`config.mk`:
```
export PLATFORM = sky130hd
export DESIGN_NAME = wls3d_regs
export DESIGN_NICKNAME = d
export VERILOG_FILES = /design/src/rtl/core/wls3d_pkg.sv /design/src/rtl/core/wls3d_regs.sv
export SDC_FILE = /design/constraint.sdc
export NUM_CORES = 1
export LEC_CHECK = 0
export CAP_MARGIN = 15
export CORE_UTILIZATION = 59
export DETAILED_ROUTE_END_ITERATION = 8
export DONT_BUFFER_PORTS = 1
export HOLD_SLACK_MARGIN = 0.02
export PLACE_DENSITY = 0.83
export SLEW_MARGIN = 25
export SYNTH_ARGS = -nofsm -noshare
export SYNTH_HDL_FRONTEND = slang
export SYNTH_SLANG_ARGS = --single-unit
export TNS_END_PERCENT = 20
```
`constraint.sdc`:
```
create_clock -name clk -period 6.65 [get_ports clk]
set_input_delay 0.3325 -clock clk [delete_from_list [all_inputs] [get_ports clk]]
set_output_delay 0.3325 -clock clk [all_outputs]
set_load 0.01 [all_outputs]
```
`src/rtl/core/wls3d_pkg.sv`:
```
package wls3d_pkg;

  localparam int MAX_DIM  = 16;
  localparam int DIM_W    = 5;
  localparam int POS_W    = 4;
  localparam int ADDR_W   = 12;
  localparam int NODES    = 4096;
  localparam int CNT_W    = 13;
  localparam int STRIDE_W = 9;
  localparam int WORD_W   = 32;
  localparam int COEF_W   = 32;
  localparam int PADDR_W  = 5;
  localparam logic [COEF_W-1:0] COEF_ONE = 32'h8000_0000;

  typedef enum logic [1:0] {
    ACT_LOAD = 2'd0,
    ACT_STEP = 2'd1,
    ACT_READ = 2'd2
  } act_t;

  typedef enum logic [2:0] {
    REG_DIM_X  = 3'd0,
    REG_DIM_Y  = 3'd1,
    REG_DIM_Z  = 3'd2,
    REG_COEF_X = 3'd3,
    REG_COEF_Y = 3'd4,
    REG_COEF_Z = 3'd5,
    REG_PROBE  = 3'd6
  } reg_t;

  typedef struct packed {
    logic [1:0]               action;
    logic [ADDR_W-1:0]        node;
    logic signed [WORD_W-1:0] value;
  } item_t;

  typedef struct packed {
    logic [DIM_W-1:0]    nx;
    logic [DIM_W-1:0]    ny;
    logic [DIM_W-1:0]    nz;
    logic [STRIDE_W-1:0] nxny;
    logic [CNT_W-1:0]    ncount;
    logic [COEF_W-1:0]   coef_x;
    logic [COEF_W-1:0]   coef_y;
    logic [COEF_W-1:0]   coef_z;
    logic [ADDR_W-1:0]   probe;
  } cfg_t;

  typedef enum logic [3:0] {
    ST_IDLE,
    ST_RDW,
    ST_PRB,
    ST_PRW,
    ST_EMIT,
    ST_NODE,
    ST_FETCH,
    ST_MUL,
    ST_ACC,
    ST_WB,
    ST_ADV,
    ST_SQR,
    ST_SQD,
    ST_SQM,
    ST_SQA
  } st_t;

  function automatic logic [DIM_W-1:0] eff_dim(input logic [DIM_W-1:0] d);
    if (d < DIM_W'(2)) return DIM_W'(2);
    if (d > DIM_W'(MAX_DIM)) return DIM_W'(MAX_DIM);
    return d;
  endfunction

endpackage

```
`src/rtl/core/wls3d_regs.sv`:
```
module wls3d_regs (
  input  logic                          clk,
  input  logic                          rst,
  input  logic                          psel,
  input  logic                          penable,
  input  logic                          pwrite,
  input  logic [wls3d_pkg::PADDR_W-1:0] paddr,
  input  logic [31:0]                   pwdata,
  output logic [31:0]                   prdata,
  output logic                          pready,
  output wls3d_pkg::cfg_t               cfg
);
  import wls3d_pkg::*;

  logic [DIM_W-1:0]  dim_x, dim_y, dim_z;
  logic [COEF_W-1:0] coef_x, coef_y, coef_z;
  logic [ADDR_W-1:0] probe_node;
  logic [COEF_W-1:0] coef_sat;
  logic              wr;
  reg_t              sel;

  assign pready   = 1'b1;
  assign wr       = psel && penable && pwrite;
  assign sel      = reg_t'(paddr[PADDR_W-1:2]);
  assign coef_sat = (pwdata > COEF_ONE) ? COEF_ONE : pwdata;

  always_ff @(posedge clk) begin
    if (rst) begin
      dim_x      <= DIM_W'(MAX_DIM);
      dim_y      <= DIM_W'(MAX_DIM);
      dim_z      <= DIM_W'(MAX_DIM);
      coef_x     <= '0;
      coef_y     <= '0;
      coef_z     <= '0;
      probe_node <= '0;
    end else if (wr) begin
      unique case (sel)
        REG_DIM_X:  dim_x      <= pwdata[DIM_W-1:0];
        REG_DIM_Y:  dim_y      <= pwdata[DIM_W-1:0];
        REG_DIM_Z:  dim_z      <= pwdata[DIM_W-1:0];
        REG_COEF_X: coef_x     <= coef_sat;
        REG_COEF_Y: coef_y     <= coef_sat;
        REG_COEF_Z: coef_z     <= coef_sat;
        REG_PROBE:  probe_node <= pwdata[ADDR_W-1:0];
        default: ;
      endcase
    end
  end

  always_comb begin
    unique case (sel)
      REG_DIM_X:  prdata = 32'(dim_x);
      REG_DIM_Y:  prdata = 32'(dim_y);
      REG_DIM_Z:  prdata = 32'(dim_z);
      REG_COEF_X: prdata = coef_x;
      REG_COEF_Y: prdata = coef_y;
      REG_COEF_Z: prdata = coef_z;
      REG_PROBE:  prdata = 32'(probe_node);
      default:    prdata = '0;
    endcase
  end

  always_comb begin
    cfg.nx     = eff_dim(dim_x);
    cfg.ny     = eff_dim(dim_y);
    cfg.nz     = eff_dim(dim_z);
    cfg.nxny   = STRIDE_W'(cfg.nx) * STRIDE_W'(cfg.ny);
    cfg.ncount = CNT_W'(cfg.nxny) * CNT_W'(cfg.nz);
    cfg.coef_x = coef_x;
    cfg.coef_y = coef_y;
    cfg.coef_z = coef_z;
    cfg.probe  = probe_node;
  end

endmodule

```
## Word level (Yosys, flattened, before mapping)

Index checks and enable logic that the tools add are counted.

- Flip-flop bits (word level): 123
- Output and inout bits: 178
- Logic and storage cells: 55

- Reduce and logical (&&, ||, !) cells: 10
- Muxes and demuxes: 23
- Eq/ne operators: 6
- $lt $le $gt $ge: 7
- $mul: 2

Operators with widths:

| cell | count |
|---|---|
| $pmux 32 s7 | 1 |
| $mux 5 | 12 |
| $gt 32x32->1 const B | 1 |
| $mux 32 | 1 |
| $gt 5x5->1 const B | 3 |
| $lt 5x2->1 const B | 3 |
| $reduce_and 2->1 | 7 |
| $mul 9x5->13 | 1 |
| $eq 3x3->1 const B | 3 |
| $mul 5x5->9 | 1 |
| $mux 1 | 9 |
| $eq 3x2->1 const B | 2 |
| $eq 3x1->1 const B | 1 |
| $logic_not 3->1 | 1 |
| $logic_and 1x1->1 | 2 |

## Longest topological paths before layout

Gate-level depths: netlist (run 1).

- Depth in word-level cells: 7
- Gate-level depth with buffers: 25
- Mapped depth without buffers: 25

## Worst setup path after synthesis (run 1)

OpenSTA, ideal clock, no wires.

- Kind: reg2out
- Start point: reg dim_x[2]
- End point: out cfg[120] (netlist bit)
- Stages on the path, launching flop included: 23
- Data arrival time: 6.410 ns
- Data required time: 6.318 ns
- Slack: -0.092 ns
- Cell sequence: dfxtp_1 o311ai_0 inv_1 nand2_1 fa_1 fa_1 fa_1 inv_1 ha_1 nor2b_1 o21ai_0 nand2b_1 xnor2_1 nor2_1 fa_1 fa_1 inv_1 fa_1 inv_1 ha_1 o41ai_2 o21ai_0 xnor2_1

RTL lines:

| what | RTL line | source |
|---|---|---|
| from (decl) | wls3d_regs.sv:15 | `logic [DIM_W-1:0] dim_x, dim_y, dim_z;` |
| from (signal assigned) | wls3d_regs.sv:29 | `dim_x <= DIM_W'(MAX_DIM);` |
| from (signal assigned) | wls3d_regs.sv:38 | `REG_DIM_X: dim_x <= pwdata[DIM_W-1:0];` |
| to (decl) | wls3d_regs.sv:11 | `output wls3d_pkg::cfg_t cfg` |

==> results.json, run 1 <==
{
  "dr_total_vias": 7044,
  "rows": 42,
  "required_ns": 6.32,
  "post_route_cells_drive_above_1_share": 0.2896,
  "violations": "setup timing",
  "gp_routability_congestion": 0.9713,
  "layout_commonest_cell": "nand2_1",
  "synth.top_cells.by_area": "dfxtp_1 (30%), nand2_1 (10%), a21oi_2 (9.4%)",
  "run_status": "finished, violations left",
  "grt_remaining_overflow": 0,
  "grt_max_degree": 118,
  "post_drt_via_cell_ratio": 6.000,
  "synth_top_area_share": 0.3017,
  "dp_hpwl_um": 15230,
  "syn2layout_area_growth_pct": 12.01,
  "leading_cell_types_in_the_layout_fill_and_taps_excluded": "nand2_1 (218), dfxtp_1 (120), a21oi_2 (88)",
  "setup.worst_path.start_class": "register",
  "drv_slew": 0,
  "synth_top_cell_by_area": "dfxtp_1",
  "critical_path_class": "register to primary output",
  "fmaxAchievable_ghz": 0.1501,
  "critical-path-slowest-cell": "fa_1",
  "design.final.nets": 1093,
  "hp-class": "input port to register",
  "fin_area_mm2": 0.009140,
  "postSynthRegisterBits": 123,
  "critical_path_at_ns": 6.33,
  "number_of_library_cell_types_mapped_by_synthesis": 56,
  "tightestPinTransition_ns": 1.038,
  "synth-async-reset-ratio": 0,
  "maxSlewHeadroom": 0.3079,
  "core_region_area_mm2": 0.01335,
  "first_pass_iters": 5,
  "number_of_buffer_and_inverter_stages_on_the_critical_path": 6,
  "final_util": 0.6848,
  "grt_first_pass_wirelength_um": 35800,
  "synth_edf_count": 0,
  "initial_antenna_violation_count": 0,
  "antenna-diode-count": 0,
  "worst_skew_pair.late_latency_ns": 0.40,
  "crit_path_max_incr_delay_ns": 0.57,
  "io_buffer_count": 0,
  "chipWidth_um": 119.6,
  "cts_made_buffers": 17,
  "synth.cell_area_mm2": 0.008160,
  "rsz0062_at_grt": "yes",
  "dieArea_mm2": 0.01431,
  "die_height_um": 119.6,
  "count_of_endpoints_failing_setup_in_the_final_report": 1,
  "clock_sinks": 123,
  "ctsLongestPathBuffers": 2,
  "synthFlopType": "dfxtp_1",
  "detail-route-antenna-nets": 0,
  "final_min_period_over_clock_period": 1.002,
  "detail_route.wl_per_cell_um": 19.45,
  "io_pins": 220,
  "routed_wirelength_um": 22830,
  "cts_tree": "yes",
  "track_usage": 0.3194,
  "cts_max_level": 4,
  "final.setup_skew_ns": 0,
  "residual_drc": 0,
  "cts_clock_pin_slew_for_the_worst_setup_and_hold_paths_ns": 0.06,
  "fin_crit_ns": 6.660,
  "power.leakage_nw": 3.697,
  "timing.critical_path.max_delay_family": "adder cells",
  "netlist_instances": 996,
  "placed_area_mm2": 0.008263,
  "drv_cap": 0,
  "finalWorstSetupSlack_ns": -0.01018,
  "synthesis.yosys.warnings": 0,
  "fill_cells": 1071,
  "critical_path.max_fanout": 5,
  "grt_pass1_vias": 6916,
  "synthesis.area_per_instance_um2": 8.193,
  "cp_common_cell": "fa_1",
  "floorplan.initialDensity": 0.6114,
  "ys_seq_area_frac": 0.3017,
  "timing.final.hold_violations": 0,
  "pwr_density_cell_mw_per_mm2": 186.4,
  "detailedRoute.firstIterationViolations": 476,
  "critPathCaptureType": "primary output",
  "synth_fp_nets": 1104,
  "ir_worst_vdd_mv": 0.1436,
  "cts_root_buffer": "clkbuf_16"
}
[power breakdown]
part | leakage [nW] | total [mW] | switching [mW] | internal (mW)
Clock | 0.266 | 0.871 | 0.346 | 0.525
Sequential | 0.993 | 0.746 | 0.00565 | 0.740
Combinational | 2.44 | 0.0863 | 0.0546 | 0.0317
[layout make-up]
class | count | area (um2) | share of cell area
repair buffers | 33 | 282.8 | 0.03094
multi-input cells | 750 | 5381 | 0.5888
clock buffers | 19 | 442.9 | 0.04846
inverters | 60 | 225.2 | 0.02464
flip-flops and latches | 123 | 2469 | 0.2701
well taps | 176 | 220.2 | 0.02409
clock inverters | 13 | 118.9 | 0.01300
[stage by stage]
stage / worst slack, ns / power [mW] / TNS [ns] / cells / hold slack [ns]
after global placement: 0.1692 / 0.8280 / 0 / 1132 / 0.4091
after global routing: -0.2608 / 1.748 / -0.8377 / 1174 / 0.04734
after detailed placement: 0.01669 / 0.8286 / 0 / 1132 / 0.4086
after floorplan: 0.08479 / 0.8416 / 0 / 996 / 0.4576
final: -0.01018 / 1.703 / -0.01018 / 1174 / 0.05640
after CTS: -0.01329 / 1.707 / -0.01329 / 1170 / 0.05395
[synth_stat cells (all sizes together) (3+ instances only)]
cell type,n
clkbuf,37
nor4,8
xor2,6
inv,60
buf,26
o21ai,40
fa,28
and2,34
mux2,3
dfxtp,123
a21oi,118
xnor2,10
nor3,6
a31oi,3
mux2i,49
a21o,3
and3,7
a22o,9
nor2b,6
nand2,279
nor2,71
nand3,5
ha,38
[final timing paths]
check | from | to | slack [ns] | depth (start not counted)
worst max-delay path | dim_x[2] | cfg[118] | -0.01 | 25
worst min-delay path | pwdata[10] | probe_node[10] | 0.06 | 2
worst max register to register | dim_z[4] | dim_z[4] | 5.53 | 2
worst min register to register | probe_node[9] | probe_node[9] | 0.52 | 2
[cells by family after synthesis]
| kind of cell | count (synthesis) | share of synthesized area |
|---|---|---|
| AOI/OAI and AO/OA | 184 | 0.1659 |
| xor gates and xnor gates | 17 | 0.01993 |
| adders and majority gates | 66 | 0.1270 |
| buffers and inverters | 123 | 0.06440 |
| DFF | 123 | 0.3017 |
| muxes | 54 | 0.06976 |
| other | 1 | 0.0004595 |
| and+or+nand+nor | 428 | 0.2508 |
[layer usage]
| layer | track usage | share of wire | up-vias |
|---|---|---|---|
| li1 | - | - | 3254 |
| met1 | 0.3903 | 0.40 | 3381 |
| met2 | 0.5343 | 0.49 | 353 |
| met3 | 0.08983 | 0.087 | 56 |
| met4 | 0.1172 | 0.027 | 0 |
| met5 | 0 | 0 | - |
[registers in the layout, indices dropped and copies added, names as in the netlist]
register    count
coef_x         32
coef_y         32
coef_z         32
dim_x           5
dim_z           5
probe_node     12
dim_y           5
[repair_timing]
item | 4_1_cts | 5_1_grt
gates resized for setup | 25 | 23
hold buffers | 2 | 0
pin swaps | 13 | 19
endpoints found under the setup margin | 5 | 4
setup buffers | 4 | 4
endpoints found under the hold margin | 117 | 0
(Power assumes the default switching activity.)
==> run 2, diff against run 1 <==
- CORE_ASPECT_RATIO: not set -> 1.2
==> results.json, run 2 (synthesis gave the netlist of run 1 again) <==
{
  "setup.worst_path.start_class": "register",
  "worstRegToRegCells": 2,
  "design.final.nets": 1112,
  "gp_routability_congestion": 0.8728,
  "syn2layout_area_growth_pct": 13.58,
  "fin_crit_ns": 6.684,
  "post_drt_via_cell_ratio": 6.007,
  "netSwitchingFraction": 0.2482,
  "final.setup_skew_ns": 0,
  "post_route_cells_drive_above_1_share": 0.3107,
  "run_status": "finished, violations left",
  "switching_power_mw": 0.4263,
  "clock_sinks": 123,
  "required_ns": 6.32,
  "io_buffer_count": 0,
  "maxSlewHeadroom": 0.3658,
  "cts_clock_pin_slew_for_the_worst_setup_and_hold_paths_ns": 0.06,
  "leading_cell_types_in_the_layout_fill_and_taps_excluded": "nand2_1 (217), dfxtp_1 (118), a21oi_2 (88)",
  "placed_area_mm2": 0.008272,
  "power.leakage_nw": 3.751,
  "initial_antenna_violation_count": 0,
  "cts_tree": "yes",
  "combinationalPowerShare": 0.051,
  "dr_total_vias": 7118,
  "detail_route.wl_per_cell_um": 19.90,
  "routed_wirelength_um": 23580,
  "critical_path.max_fanout": 3,
  "die_height_um": 130.8,
  "first_pass_iters": 5,
  "power.sequential.fraction": 0.434,
  "ir_worst_vdd_mv": 0.1800,
  "grt_pass1_vias": 6912,
  "critPathCaptureType": "primary output",
  "track_usage": 0.3192,
  "detail-route-antenna-nets": 0,
  "cts_made_buffers": 17,
  "critical_path_class": "register to primary output",
  "pwr_density_cell_mw_per_mm2": 185.3,
  "finalWorstSetupSlack_ns": -0.03449,
  "layout_top_registers": "coef_x x32, coef_y x32, coef_z x32",
  "grt_first_pass_wirelength_um": 34800,
  "fmaxAchievable_ghz": 0.1496,
  "drv_slew": 0,
  "ctsLongestPathBuffers": 2,
  "internal_power_mw": 1.291,
  "core_region_area_mm2": 0.01335,
  "totalPowerFinal_mw": 1.718,
  "timing.final.hold_violations": 0,
  "cts_root_buffer": "clkbuf_16",
  "min_path_cells": 2,
  "rows": 46,
  "worst_skew_pair.late_latency_ns": 0.41,
  "fin_area_mm2": 0.009269,
  "chipWidth_um": 109.4,
  "io_pins": 220,
  "residual_drc": 0,
  "dieArea_mm2": 0.01431,
  "grt_max_degree": 121,
  "count_of_endpoints_failing_setup_in_the_final_report": 3,
  "post-place-ws_ns": 0.04728,
  "layout_commonest_cell": "nand2_1",
  "hp-class": "input port to register",
  "drv_cap": 0,
  "cts_max_level": 4,
  "critical_path_at_ns": 6.35,
  "tightestPinTransition_ns": 0.9513,
  "grt_remaining_overflow": 0,
  "rsz0062_at_grt": "yes",
  "dp_hpwl_um": 15480,
  "floorplan.initialDensity": 0.6111,
  "detailedRoute.firstIterationViolations": 465,
  "antenna-diode-count": 0,
  "share_clk_of_total_power": 0.515,
  "violations": "setup timing",
  "final_min_period_over_clock_period": 1.005
}
==> run 2: changes by cell type in the layout (fill, tap and decap cells not counted), sizes merged <==
cell / before / now
clkbuf: 19 / 17
clkinv: 6 / 3
inv: 62 / 66
clkinvlp: 4 / 5
buf: 32 / 52
dlygate4sd3: 1 / 0
==> run 2: per-stage QoR <==
step	instances	hold WS [ns]	TNS, ns	utilization
finish	1185	0.04578	-0.04535	0.6942
global route	1185	0.03990	-1.225	0.6942
CTS	1178	0.03637	0	0.6831
detailed placement	1126	0.4081	0	0.6195
global placement	1126	0.4085	0	0.6195
floorplan	996	0.4576	0	-
==> run 2: critical path, stage by stage (launching register included) <==
cell      delay (ns)
dfxtp_4         0.36
o311ai_4        0.33
inv_2           0.08
nand2_2         0.10
fa_1            0.43
fa_1            0.48
fa_1            0.54
inv_2           0.05
ha_4            0.25
nor2b_4         0.14
o21ai_2         0.17
nand2b_1        0.09
xnor2_1         0.19
nor2_1          0.08
fa_1            0.48
fa_1            0.58
inv_2           0.04
fa_1            0.51
inv_2           0.05
ha_4            0.27
nor3_2          0.04
nor2_2          0.14
o41ai_4         0.10
o21ai_1         0.16
xnor2_1         0.13
buf_4           0.14
==> run 2: path summary, 6_finish.rpt <==
check	startpoint	endpoint	slack (ns)
worst max-delay path	dim_x[1]	cfg[120]	-0.03
worst min-delay path	rst	dim_x[4]	0.05
worst max register to register	dim_z[4]	dim_z[4]	5.58
worst min register to register	probe_node[10]	probe_node[10]	0.52
==> run 2: power groups by stage <==
stage               sequential [mW]  clock (mW)  combinational [mW]
floorplan                     0.761           0              0.0810
global placement              0.762           0              0.0664
detailed placement            0.762           0              0.0674
CTS                           0.746       0.890              0.0856
global route                  0.746       0.929              0.0923
finish                        0.745       0.885              0.0869
==> run 2: routing by layer <==
layer / vias to the layer above / GRT usage / part of all wire
li1: 3280 / - / -
met1: 3467 / 0.3291 / 0.37
met2: 308 / 0.5831 / 0.52
met3: 63 / 0.1062 / 0.082
met4: 0 / 0.1420 / 0.030
met5: - / 0 / 0
==> run 2: layout make-up <==
| cell class | instances | area, um2 |
|---|---|---|
| Clock inverter | 15 | 138.9 |
| Tap cell | 168 | 210.2 |
| Sequential cell | 123 | 2474 |
| Timing Repair Buffer | 52 | 410.4 |
| Inverter | 60 | 227.7 |
| Multi-Input combinational cell | 750 | 5383 |
| Clock buffer | 17 | 425.4 |
| Fill cell | 1069 | 4084 |
==> run 2: what timing repair did <==
action,4_1_cts,5_1_grt
hold buffers,1,0
pin swaps,19,29
setup endpoints to repair,5,4
endpoints found under the hold margin,120,0
buffers inserted,19,8
resized for setup,26,28
