<file path="config.mk">
export PLATFORM = sky130hd
export DESIGN_NAME = wls3d_front
export DESIGN_NICKNAME = d
export VERILOG_FILES = /design/src/rtl/core/wls3d_pkg.sv /design/src/rtl/core/wls3d_front.sv
export SDC_FILE = /design/constraint.sdc
export NUM_CORES = 1
export LEC_CHECK = 0
export BUFFER_PORTS_ARGS = -buffer_cell sky130_fd_sc_hd__buf_4
export CORE_MARGIN = 2
export CORE_UTILIZATION = 45
export CTS_BUF_LIST = sky130_fd_sc_hd__clkbuf_8 sky130_fd_sc_hd__clkbuf_16
export DETAILED_ROUTE_END_ITERATION = 8
export GPL_ROUTABILITY_DRIVEN = 0
export GPL_TIMING_DRIVEN = 0
export PLACE_DENSITY = 0.7
export RECOVER_POWER = 50
export REMOVE_ABC_BUFFERS = 1
export SYNTH_ARGS = -nofsm -noshare
export SYNTH_HDL_FRONTEND = slang
export SYNTH_SLANG_ARGS = --single-unit
</file>
<file path="constraint.sdc">
create_clock -name clk -period 2.6 [get_ports clk]
set_input_delay 0.39 -clock clk [delete_from_list [all_inputs] [get_ports clk]]
set_output_delay 0.39 -clock clk [all_outputs]
set_load 0.05 [all_outputs]
</file>
<file path="src/rtl/core/wls3d_pkg.sv">
package wls3d_pkg;

  localparam int MAX_DIM  = 16;
  localparam int DIM_W    = 5;
  localparam int POS_W    = 4;
  localparam int ADDR_W   = 12;
  localparam int NODES    = 4096;
  localparam int CNT_W    = 13;
  localparam int STRIDE_W = 9;
  localparam int WORD_W   = 32;
  localparam int COEF_W   = 32;
  localparam int PADDR_W  = 5;
  localparam logic [COEF_W-1:0] COEF_ONE = 32'h8000_0000;

  typedef enum logic [1:0] {
    ACT_LOAD = 2'd0,
    ACT_STEP = 2'd1,
    ACT_READ = 2'd2
  } act_t;

  typedef enum logic [2:0] {
    REG_DIM_X  = 3'd0,
    REG_DIM_Y  = 3'd1,
    REG_DIM_Z  = 3'd2,
    REG_COEF_X = 3'd3,
    REG_COEF_Y = 3'd4,
    REG_COEF_Z = 3'd5,
    REG_PROBE  = 3'd6
  } reg_t;

  typedef struct packed {
    logic [1:0]               action;
    logic [ADDR_W-1:0]        node;
    logic signed [WORD_W-1:0] value;
  } item_t;

  typedef struct packed {
    logic [DIM_W-1:0]    nx;
    logic [DIM_W-1:0]    ny;
    logic [DIM_W-1:0]    nz;
    logic [STRIDE_W-1:0] nxny;
    logic [CNT_W-1:0]    ncount;
    logic [COEF_W-1:0]   coef_x;
    logic [COEF_W-1:0]   coef_y;
    logic [COEF_W-1:0]   coef_z;
    logic [ADDR_W-1:0]   probe;
  } cfg_t;

  typedef enum logic [3:0] {
    ST_IDLE,
    ST_RDW,
    ST_PRB,
    ST_PRW,
    ST_EMIT,
    ST_NODE,
    ST_FETCH,
    ST_MUL,
    ST_ACC,
    ST_WB,
    ST_ADV,
    ST_SQR,
    ST_SQD,
    ST_SQM,
    ST_SQA
  } st_t;

  function automatic logic [DIM_W-1:0] eff_dim(input logic [DIM_W-1:0] d);
    if (d < DIM_W'(2)) return DIM_W'(2);
    if (d > DIM_W'(MAX_DIM)) return DIM_W'(MAX_DIM);
    return d;
  endfunction

endpackage

</file>
<file path="src/rtl/core/wls3d_front.sv">
module wls3d_front (
  input  logic                                clk,
  input  logic                                rst,
  input  logic                                in_valid,
  output logic                                in_ready,
  input  logic [1:0]                          action,
  input  logic [wls3d_pkg::ADDR_W-1:0]        node,
  input  logic signed [wls3d_pkg::WORD_W-1:0] value,
  output logic                                head_valid,
  output wls3d_pkg::item_t                    head,
  input  logic                                pop
);
  import wls3d_pkg::*;

  item_t      q [2];
  logic [1:0] count;
  logic       wp, rp, push;

  assign in_ready   = (count != 2'd2);
  assign push       = in_valid && in_ready;
  assign head_valid = (count != 2'd0);
  assign head       = q[rp];

  always_ff @(posedge clk) begin
    if (rst) begin
      count <= '0;
      wp    <= 1'b0;
      rp    <= 1'b0;
    end else begin
      if (push) wp <= ~wp;
      if (pop) rp <= ~rp;
      count <= count + 2'(push) - 2'(pop);
    end
  end

  always_ff @(posedge clk) begin
    if (push) q[wp] <= '{action: action, node: node, value: value};
  end

endmodule

</file>
-- Yosys cells after proc, flatten, opt, wreduce, memory -nomap -nowiden
Memories as Yosys holds them, arrays and structs flattened. A register that Yosys moved wholly into a read port is not among the register bits.
Cells that the tools add are included.
- bits in writable memories: 92
- bits of input ports: 50
- memories kept: 1
- output and inout port bits: 48
- register bits after elaboration: 4
- equality and inequality tests: 1
- add/subtract/negate cells: 2
- muxes and demuxes: 4
- reduce and logical (&&, ||, !) cells: 2
- bitwise logic cells: 2
- memory list (memory ; depth ; bits a word ; rd ports ; clocked after memory_dff ; write ports ; RTL line ; source):
    q ; 2 ; 46 ; 1 ; 1 ; 1 ; wls3d_front.sv:15 ; item_t q [2];
- operator list (operator ; count):
    2-to-1 mux 1 bit ; 4
    adder 2 x 1 -> 2 bit ; 1
    != test 2 bit (second input constant) ; 1
    inverter 1 bit ; 2
    nonzero test 2 bit ; 1
    subtractor 2 x 1 -> 2 bit ; 1
    logical AND 1 bit ; 1

-- Depth between registers and ports, before layout
Gate-level depths: netlist of the first run.
- depth in word-level cells: 4
- mapped depth: 7
- depth with buffers taken out: 7

-- Worst setup path before layout of the first run
No wires, ideal clock.
- path kind: register to register
- from: register count[0]
- to: memory q[1][0] in the netlist's numbering (enable)
- required time: 2192 ps
- period minus slack after synthesis: 2499 ps
- cell stages (with the launch flop): 3
- arrival time: 2091 ps
- buffers on the path: 0
- slack: 101 ps
- path through: dfxtp_1 -> nand2b_1 -> and3_1
- longest elaborated chain between the ends: 4
- ends and longest elaborated chain (what ; RTL line ; source):
    from (decl) ; wls3d_front.sv:16 ; logic [1:0] count;
    from (signal assigned) ; wls3d_front.sv:32 ; count <= count + 2'(push) - 2'(pop);
    != test 2 bit ; wls3d_front.sv:19 ; assign in_ready = (count != 2'd2);
    via in_ready ; wls3d_front.sv:5 ; output logic in_ready,
    logical AND 1 bit ; wls3d_front.sv:20 ; assign push = in_valid && in_ready;
    2-to-1 mux 1 bit ; wls3d_front.sv:37 ; if (push) q[wp] <= '{action: action, node: node, value: value};
    2-to-1 mux 1 bit (implied by the code) ; wls3d_front.sv:37 ;
    to (decl) ; wls3d_front.sv:15 ;
The timed path passes the listed nets, and every way through them passes these cells.

==> impl_metrics.env, run 1 <==
export IMPL_synth_area_leaders="edfxtp_1 78%, mux2_2 9.8%, mux2_1 4.7%"
export IMPL_outcome="finished clean"
export IMPL_first_pass_iters=4
export IMPL_io_buffers=97
export IMPL_drv_slew=0
export IMPL_p_leak_uw=0.00169
export IMPL_power_density_mw_per_mm2=791
export IMPL_path_clk_slew_ns=0.10
export IMPL_drc_errors=0
export IMPL_timing_final_crit_period_ns=2.17
export IMPL_insertedDiodeCount=0
export IMPL_antenna_left=0
export IMPL_first_iter_violations=75
export IMPL_finalCritPeriodShare_pct=83.6
export IMPL_maxSlewHeadroom_pct=38.1
export IMPL_finalSetupViolCount=0
export IMPL_antenna_found_initial=0
export IMPL_routedWlPerCell_um=15.8
export IMPL_cts_tree="done"
export IMPL_rows=32
export IMPL_clockBufferDepth=2
export IMPL_numCtsBuffers=9
export IMPL_htreeDepth=3
export IMPL_hold_path_class="in2reg"
export IMPL_ys_types=22
export IMPL_ctsHoldBuffers=0
export IMPL_track_usage_pct=14.4
export IMPL_fmax_mhz=460
export IMPL_drive_gt1_share_pct=50.2
export IMPL_cts_repair_resized=0
export IMPL_cts_setup_buffers=0
export IMPL_avgSynthCellArea_um2=20.7
export IMPL_die_y_um=93.0
export IMPL_finClkSkew_ns=0.0148
export IMPL_power_uw=3640
export IMPL_maxCapViolCount=0
export IMPL_finalHoldViolations=0
export IMPL_vias_per_cell=4.82
export IMPL_yosysTopAreaCellShare_pct=77.6
export IMPL_worstPathArrival_ns=1.78
export IMPL_critPathMaxFanout=31
export IMPL_ys_seq_area_share_pct=80.4
export IMPL_required_ns=2.21
export IMPL_vias=1854
export IMPL_rsz0062_at_grt="no"
export IMPL_die_x_um=93.0
export IMPL_initial_utilization_pct=46.3
export IMPL_post_synth_inst_count=172
export IMPL_path_class="reg2out"
export IMPL_endpoint_kind="output pin"
export IMPL_totalWireLength_um=6100
export IMPL_io_pins=98
export IMPL_nets=329
export IMPL_holdWs_ns=0.238
export IMPL_first_global_vias=1964
export IMPL_ys_warn_count=0
export IMPL_yosys_register_bits=97
export IMPL_syn_area_mm2=0.00356
export IMPL_clkSinkCount=97
export IMPL_critPathLaunchType="flop"
export IMPL_yosys_area_top_type="edfxtp_1"
export IMPL_grt_pass1_wl_um=9320
export IMPL_coreArea_mm2=0.00769
export IMPL_hpwl_um=4170
export IMPL_cts_root_buf="clkbuf_8"
export IMPL_die_area_mm2=0.00864
export IMPL_clock_latency_ns=0.35
export IMPL_irDropWorstVdd_mv=0.379
export IMPL_grt_overflow_total=0
export IMPL_area_growth_syn_to_layout_pct=29.3
export IMPL_worst_pin_slew_ns=0.927
export IMPL_grt_max_degree=32
-- cell usage after synthesis (all sizes together) --
cell type   n
a21bo       1
or2         1
ha          1
nand4b      1
xnor2       2
nand2b      1
inv         4
or4b        1
nor2        3
a21oi       1
nand2       1
edfxtp     92
nand4       2
a2111oi     1
dfxtp       5
and3        1
nor2b       1
buf         5
mux2       46
a21boi      1
nand3b      1
-- sequential cells by signal, summed over array words and instances, names as in the netlist, named ones only --
name and count:
q 92, count 2, rp 1, wp 1
-- path summary, 6_finish.rpt --
check	from	to	slack [ns]	cells past startpoint
max	flop	head[37]	0.43	3
min	value[22]	q[0][22]	0.24	1
max reg2reg	count[0]	q[0][35]	0.61	4
min reg2reg	rp	rp	0.53	2
-- kinds of logic (layout without fill, tap and decap cells) --
group,after synthesis,count (layout),share of synthesized area [%]
AO/OA/AOI/OAI,4,4,0.878
adder cells (fa/ha/maj),1,1,0.351
AND/OR/NAND/NOR,13,13,2.21
multiplexers,46,46,14.5
flip-flops,97,97,80.4
buffers and inverters,9,120,1.12
XOR/XNOR,2,2,0.492
-- where the power goes --
part	leakage, µW	total (µW)	switching, µW	internal, µW
clock	0.0000812	872	518	354
sequential	0.000901	1910	42.2	1860
combinational	0.000706	862	571	291
total	0.00169	3640	1130	2510
-- routing by layer --
metal | GRT usage, % | routed length (µm)
met1 | 16.4 | 2380
met2 | 25.2 | 3230
met3 | 4.56 | 399
met4 | 5.76 | 87
met5 | 0 | 0
-- through the flow --
step           setup slack (ns)  cell area [µm²]  utilization [%]  setup TNS [ns]  std cells
3_3_place_gp             -0.302             4390             57.1          -19.40        366
5_1_grt                   0.321             4610             59.9               0        385
4_1_cts                   0.372             4630             60.3               0        385
3_5_place_dp              0.772             4450             57.9               0        369
6_report                  0.425             4610             59.9               0        385
2_1_floorplan             0.101             3540                -               0        167
-- area by class of cell --
type	instances	area, µm²
Inverter	4	15.0
Tap cell	102	128
Timing Repair Buffer	100	762
Clock inverter	7	53.8
Clock buffer	9	124
Multi-Input combinational cell	66	659
Fill cell	608	3080
Sequential cell	97	2860
-- cell usage in the layout, fill, tap and decap left out, drive strengths merged, types with 2 or more instances in the layout --
cell type	count
dfxtp	5
edfxtp	92
xnor2	2
buf	53
nand4	2
inv	7
mux2	46
clkbuf	56
nor2	3
clkinvlp	4
-- worst max-delay path: stages, from the launching register on --
cell and delay (ns):
dfxtp_2 0.60, buf_12 0.27, mux2_2 0.37, buf_4 0.19
(Power assumes the default switching activity.)
==> inputs of run 2 (changes only) <==
--- a/config.mk
+++ b/config.mk
@@ -12,7 +12,7 @@
 export DETAILED_ROUTE_END_ITERATION = 8
 export GPL_ROUTABILITY_DRIVEN = 0
 export GPL_TIMING_DRIVEN = 0
-export PLACE_DENSITY = 0.7
+export PLACE_DENSITY = 0.73
 export RECOVER_POWER = 50
 export REMOVE_ABC_BUFFERS = 1
 export SYNTH_ARGS = -nofsm -noshare
==> constraint.sdc (replaced) <==
create_clock -name clk -period 1.75 [get_ports clk]
set_input_delay 0.2625 -clock clk [delete_from_list [all_inputs] [get_ports clk]]
set_output_delay 0.2625 -clock clk [all_outputs]
set_load 0.05 [all_outputs]
==> run 2 against run 1 <==
  * Register-to-register slack lost 0.52 ns
  * Global-route usage grew 0.39 points
  * Largest power group unchanged
  * Clock skew fell by 0.0046 ns
  * Utilization is 2.8 points higher
  * Cell count is 0.52% higher
  * First-iteration DRC count shrank 5.3%
  * Worst hold slack worse by 0.12 ns
  * Sequential cell count unchanged
  * Combinational power increased by 64%
  * Sequential share of layout area shrank 2.8 points
  * Wire length increased by 0.21%
  * Non-clock buffer count rose by 2
==> impl_metrics.env, run 2 (synthesis results as in run 1) <==
export IMPL_drc_errors=0
export IMPL_slowest_delay_ns=0.40
export IMPL_outcome="finished clean"
export IMPL_first_iter_violations=71
export IMPL_drive_gt1_share_pct=50.2
export IMPL_finalCritPeriodShare_pct=97.7
export IMPL_switching_share_pct=28.6
export IMPL_totalWireLength_um=6110
export IMPL_insertedDiodeCount=0
export IMPL_cts_root_buf="clkbuf_8"
export IMPL_regArea_mm2=0.00287
export IMPL_cpMaxStageDelayCell="dfxtp_4"
export IMPL_clkPwrFrac_pct=25.9
export IMPL_pwr_share_seq_pct=49.4
export IMPL_vias_per_cell=4.83
export IMPL_required_ns=1.49
export IMPL_worst_pin_slew_ns=0.302
export IMPL_setup_tns_ns=0
export IMPL_antenna_found_initial=0
export IMPL_nets=331
export IMPL_finClkSkew_ns=0.0102
export IMPL_cp_num_buf_inv=2
export IMPL_biggestRegsByFlops="q x92, count x2"
export IMPL_layout_commonest_cell="edfxtp_1"
export IMPL_crit_chain="buf_12 -> mux2_2 -> buf_6"
export IMPL_area_growth_syn_to_layout_pct=35.5
export IMPL_cpLargestDelayFamily="flip-flops"
export IMPL_finalHoldViolations=0
export IMPL_antenna_left=0
export IMPL_hold_path_class="in2reg"
export IMPL_hpwl_um=3870
export IMPL_path_class="reg2out"
export IMPL_track_usage_pct=14.8
export IMPL_p_comb_share_pct=24.7
export IMPL_first_pass_iters=4
export IMPL_place_ws_ns=0.0590
export IMPL_rows=32
export IMPL_final_fill_count=594
export IMPL_internal_power_uw=4080
export IMPL_fin_ws_ns=0.0407
export IMPL_cts_tree="done"
export IMPL_irDropWorstVdd_mv=0.638
export IMPL_die_area_mm2=0.00864
export IMPL_largest_register_ffs=92
export IMPL_io_buffers=97
export IMPL_htreeDepth=3
export IMPL_grt_pass1_wl_um=9560
export IMPL_coreArea_mm2=0.00769
export IMPL_place_inst=369
export IMPL_drv_slew=0
export IMPL_critPathMaxFanout=18
export IMPL_final_core_util_pct=62.7
export IMPL_routedWlPerCell_um=15.8
export IMPL_clock_latency_ns=0.35
export IMPL_timing_final_crit_period_ns=1.71
export IMPL_clockBufferDepth=2
export IMPL_maxSlewHeadroom_pct=79.3
export IMPL_stdcell_count=387
export IMPL_die_y_um=93.0
export IMPL_clkSinkCount=97
export IMPL_initial_utilization_pct=46.3
export IMPL_multi_input_area_um2=669
export IMPL_final_cell_mix="92 x edfxtp_1, 39 x clkbuf_4, 35 x buf_6"
export IMPL_numCtsBuffers=9
export IMPL_worstPathArrival_ns=1.45
export IMPL_path_clk_slew_ns=0.09
export IMPL_grt_overflow_total=0
export IMPL_fmax_mhz=585
export IMPL_die_x_um=93.0
export IMPL_p_switching_uw=1640
export IMPL_top_register="q"
export IMPL_rsz0062_at_grt="yes"
export IMPL_vias=1869
export IMPL_endpoint_kind="output pin"
export IMPL_first_global_vias=2003
export IMPL_power_density_mw_per_mm2=1190
export IMPL_p_leak_uw=0.00179
export IMPL_power_uw=5720
export IMPL_grt_max_degree=30
export IMPL_critPathLaunchType="flop"
export IMPL_finalSetupViolCount=0
export IMPL_maxCapViolCount=0
export IMPL_io_pins=98
==> run 2: changes by cell type in the layout (fill, tap and decap cells not counted), sizes merged <==
cell / delta
inv: +1
clkbuf: -2
buf: +4
clkinvlp: -3
bufinv: +2
==> run 2: power groups by stage <==
stage / logic (µW) / clock network, µW / registers [µW]
after floorplan: 851 / 0 / 2890
after global placement: 1230 / 0 / 2920
after detailed placement: 1310 / 0 / 2880
after CTS: 1390 / 1540 / 2830
after global routing: 1480 / 1630 / 2840
final: 1410 / 1480 / 2820
==> run 2: final cells by class <==
class                      instances  share of cell area [%]
sequential                        97                    59.4
timing repair buffer             102                    19.4
multi-input combinational         66                    13.9
tap                              102                    2.65
clock buffer                       9                    2.57
clock inverter                     7                    1.71
inverter                           4                   0.363
==> run 2: per-stage QoR <==
step | area [µm²] | hold WS (ns)
after floorplan | 3540 | 0.332
after global placement | 4390 | 0.448
after detailed placement | 4450 | 0.450
after CTS | 4770 | 0.0711
after global routing | 4820 | 0.0887
final | 4820 | 0.119
==> run 2: per-layer routing <==
metal	GRT usage (%)	routed length [µm]	vias to the layer above	share of wire (%)
li1	-	-	886	-
met3	6.02	440	0	7.2
met5	0	0	-	0
met4	5.15	0	0	0
met1	17.7	2570	921	42
met2	24.3	3100	62	51
==> run 2: worst paths after layout <==
check,startpoint,endpoint,slack (ns),cells after the start
max,flop,head[45],0.04,3
min,node[7],q[0][39],0.12,1
max reg2reg,count[0],count[1],0.09,6
min reg2reg,rp,rp,0.52,2
==> run 2: worst reg2reg max path, cell delays in order, from the launching register on <==
cell and delay [ns]:
dfxtp_1 0.37, nand2b_2 0.18, nand2_1 0.07, xnor2_1 0.12
ha_1 0.22, or4b_1 0.53, nand4b_1 0.10
==> run 2: timing repair <==
action / CTS / global route
gates cloned: 1 / 0
pin swaps: 0 / 0
hold buffers: 0 / 0
hold endpoints to repair: 0 / 0
buffers inserted: 1 / 0
setup endpoints to repair: 40 / 101
resized for setup: 22 / 22
==> inputs of run 3 (changes only) <==
--- a/config.mk
+++ b/config.mk
@@ -5,6 +5,7 @@
 export SDC_FILE = /design/constraint.sdc
 export NUM_CORES = 1
 export LEC_CHECK = 0
+export ABC_AREA = 1
 export BUFFER_PORTS_ARGS = -buffer_cell sky130_fd_sc_hd__buf_4
 export CORE_MARGIN = 2
 export CORE_UTILIZATION = 45
@@ -12,7 +13,7 @@
 export DETAILED_ROUTE_END_ITERATION = 8
 export GPL_ROUTABILITY_DRIVEN = 0
 export GPL_TIMING_DRIVEN = 0
-export PLACE_DENSITY = 0.73
+export PLACE_DENSITY = 0.72
 export RECOVER_POWER = 50
 export REMOVE_ABC_BUFFERS = 1
 export SYNTH_ARGS = -nofsm -noshare
==> constraint.sdc (replaced) <==
create_clock -name clk -period 1.75 [get_ports clk]
set_input_delay 0.35 -clock clk [delete_from_list [all_inputs] [get_ports clk]]
set_output_delay 0.35 -clock clk [all_outputs]
set_load 0.05 [all_outputs]
==> run 3 against run 2 <==
  * The run now ends with negative setup slack left
  * Critical path depth is the same
  * Synthesized area grew 5.2%
  * Global-route usage shrank 0.097 points
  * Sequential share of layout area shrank 2.9 points
  * Utilization shrank 0.43 points
  * Sequential power is essentially flat
  * Final area grew 5.1%
  * First-iteration DRC count grew 30%
  * Die area grew 5.0%
  * Largest cell class unchanged
==> impl_metrics.env, run 3 <==
export IMPL_cts_root_buf="clkbuf_8"
export IMPL_maxCapViolCount=0
export IMPL_yosysTopAreaCellShare_pct=73.7
export IMPL_clkPwrFrac_pct=26.7
export IMPL_grt_max_degree=31
export IMPL_coreArea_mm2=0.00813
export IMPL_hpwl_um=3910
export IMPL_maxSlewHeadroom_pct=78.9
export IMPL_reg2reg_to="count[1]"
export IMPL_timing_final_crit_period_ns=1.82
export IMPL_yosys_area_top_type="edfxtp_1"
export IMPL_outcome="finished, violations left"
export IMPL_clock_latency_ns=0.35
export IMPL_yosysMostFrequentCell="edfxtp_1"
export IMPL_switching_share_pct=29.5
export IMPL_track_usage_pct=14.7
export IMPL_drv_slew=0
export IMPL_ctsHoldBuffers=0
export IMPL_finClkSkew_ns=0.0124
export IMPL_netlist_top_cells_count="92 x edfxtp_1, 40 x mux2_4, 8 x nand2_1"
export IMPL_die_x_um=95.3
export IMPL_vias=1902
export IMPL_largest_register_ffs=92
export IMPL_met3_length_um=322
export IMPL_initial_utilization_pct=46.1
export IMPL_layout_commonest_cell="edfxtp_1"
export IMPL_hold_path_depth=2
export IMPL_r2r_slack_ns=0.16
export IMPL_dr_wl_met2_um=3560
export IMPL_die_y_um=95.3
export IMPL_final_fill_count=602
export IMPL_clkSinkCount=97
export IMPL_first_pass_iters=4
export IMPL_regArea_mm2=0.00287
export IMPL_first_iter_violations=92
export IMPL_io_buffers=97
export IMPL_insertedDiodeCount=0
export IMPL_io_pins=98
export IMPL_critPathLaunchType="flop"
export IMPL_vias_per_cell=4.77
export IMPL_hold_path_class="in2reg"
export IMPL_routedWlPerCell_um=16.5
export IMPL_p_leak_uw=0.00197
export IMPL_failed_checks="negative setup slack"
export IMPL_finalHoldViolations=0
export IMPL_async_flop_share_pct=0
export IMPL_place_inst=374
export IMPL_fin_ws_ns=-0.0652
export IMPL_finalCritPeriodShare_pct=104
export IMPL_required_ns=1.40
export IMPL_worstPathArrival_ns=1.47
export IMPL_grt_pass1_wl_um=9600
export IMPL_syn_area_mm2=0.00375
export IMPL_internal_power_uw=4240
export IMPL_avgSynthCellArea_um2=21.4
export IMPL_rsz0062_at_grt="yes"
export IMPL_post_synth_inst_count=175
export IMPL_critPathMaxFanout=11
export IMPL_final_cell_mix="92 x edfxtp_1, 41 x mux2_4, 40 x buf_6"
export IMPL_ys_warn_count=0
export IMPL_nets=340
export IMPL_synth_area_leaders="edfxtp_1 74%, mux2_4 16%, dfxtp_1 2.7%"
export IMPL_ys_types=13
export IMPL_reg2reg_from="count[0]"
export IMPL_antenna_left=0
export IMPL_drive_gt1_share_pct=56.1
export IMPL_numCtsBuffers=9
export IMPL_p_comb_share_pct=26.2
export IMPL_pwr_share_seq_pct=47.0
export IMPL_endpoint_kind="output pin"
export IMPL_ys_seq_area_share_pct=76.4
export IMPL_ys_flop_type="edfxtp_1"
export IMPL_place_ws_ns=-0.144
export IMPL_multi_input_area_um2=790
export IMPL_htreeDepth=3
export IMPL_rows=33
export IMPL_irDropWorstVdd_mv=0.661
export IMPL_first_global_vias=1919
export IMPL_area_growth_syn_to_layout_pct=35.3
export IMPL_stdcell_count=399
export IMPL_totalWireLength_um=6570
export IMPL_clockBufferDepth=2
export IMPL_route_layer_met1_wl_um=2610
export IMPL_cts_tree="done"
export IMPL_power_density_mw_per_mm2=1190
export IMPL_die_area_mm2=0.00907
export IMPL_power_uw=6010
export IMPL_drc_errors=0
export IMPL_top_register="q"
export IMPL_endpoint="head[32]"
export IMPL_rr_worst_depth=11
export IMPL_path_clk_slew_ns=0.10
export IMPL_biggestRegsByFlops="q x92, count x2"
export IMPL_path_class="reg2out"
export IMPL_fmax_mhz=551
export IMPL_worst_pin_slew_ns=0.315
export IMPL_grt_overflow_total=0
export IMPL_antenna_found_initial=0
export IMPL_finalSetupViolCount=46
export IMPL_synth_edf_count=92
export IMPL_top_layer="met4"
export IMPL_p_switching_uw=1770
export IMPL_yosys_register_bits=97
==> run 3: cell count changes in the layout (fill, tap and decap cells not counted), moves of 3 or more <==
cell,previous run,this run
mux2_4,1,41
mux2_2,30,5
mux2_1,15,0
nand2_1,1,8
buf_6,35,40
inv_6,0,3
==> run 3: routing by layer <==
metal | vias to the layer above | global-route usage, %
met1 | 929 | 17.4
met3 | 9 | 3.00
li1 | 894 | -
met5 | - | 0
met2 | 70 | 25.8
met4 | 0 | 6.64
==> run 3: layout make-up <==
type	instances	share of cell area, %
clock buffer	9	2.44
clock inverter	7	2.00
inverter	6	0.444
multi-input combinational	67	15.6
sequential	97	56.6
tap	105	2.59
timing repair buffer	108	20.4
==> run 3: cells by family (layout without fill, tap and decap cells) <==
family | Yosys count | after routing | synth area share (%)
compound gates | 2 | 2 | 0.267
xor+xnor | 2 | 2 | 0.468
fa+ha+maj | 1 | 1 | 0.334
buf+inv | 11 | 130 | 3.04
flops | 97 | 97 | 76.4
mux | 46 | 46 | 17.8
simple gates | 16 | 16 | 1.67
==> run 3: worst min-delay path by stage <==
stage / end / slack (ns) / start
6_report: flop / 0.18 / rst
5_1_grt: q[1][15] / 0.17 / value[15]
4_1_cts: q[0][44] / 0.15 / action[0]
3_5_place_dp: flop / 0.51 / rp
3_3_place_gp: wp / 0.46 / wp
2_1_floorplan: wp / 0.42 / rst
==> run 3: worst max-delay path, cell delays in order (launching register included) <==
cell and delay [ns]:
dfxtp_4 0.43, clkbuf_16 0.21, mux2_4 0.31, buf_6 0.15
==> run 3: what timing repair did <==
item / in CTS / in global routing
setup endpoints to repair: 106 / 46
gates cloned: 0 / 1
resized for setup: 40 / 5
buffers inserted: 8 / 0
pin swaps: 2 / 0
==> run 3: power groups by stage <==
stage | clock network [µW] | registers, µW | logic [µW]
floorplan | 0 | 2910 | 961
global placement | 0 | 2940 | 1340
detailed placement | 0 | 2930 | 1360
CTS | 1640 | 2820 | 1580
global route | 1770 | 2840 | 1650
finish | 1610 | 2830 | 1580
==> run 3: metrics by stage <==
step                      TNS (ns)  utilization (%)  hold slack, ns  instance area [µm²]
after floorplan            -193.89                -           0.419                 3660
after global placement     -300.19             55.5           0.459                 4520
after detailed placement    -10.05             56.2           0.507                 4570
after CTS                    -3.04             62.1           0.152                 5050
after global routing         -5.11             62.3           0.172                 5070
final                        -2.14             62.3           0.183                 5070
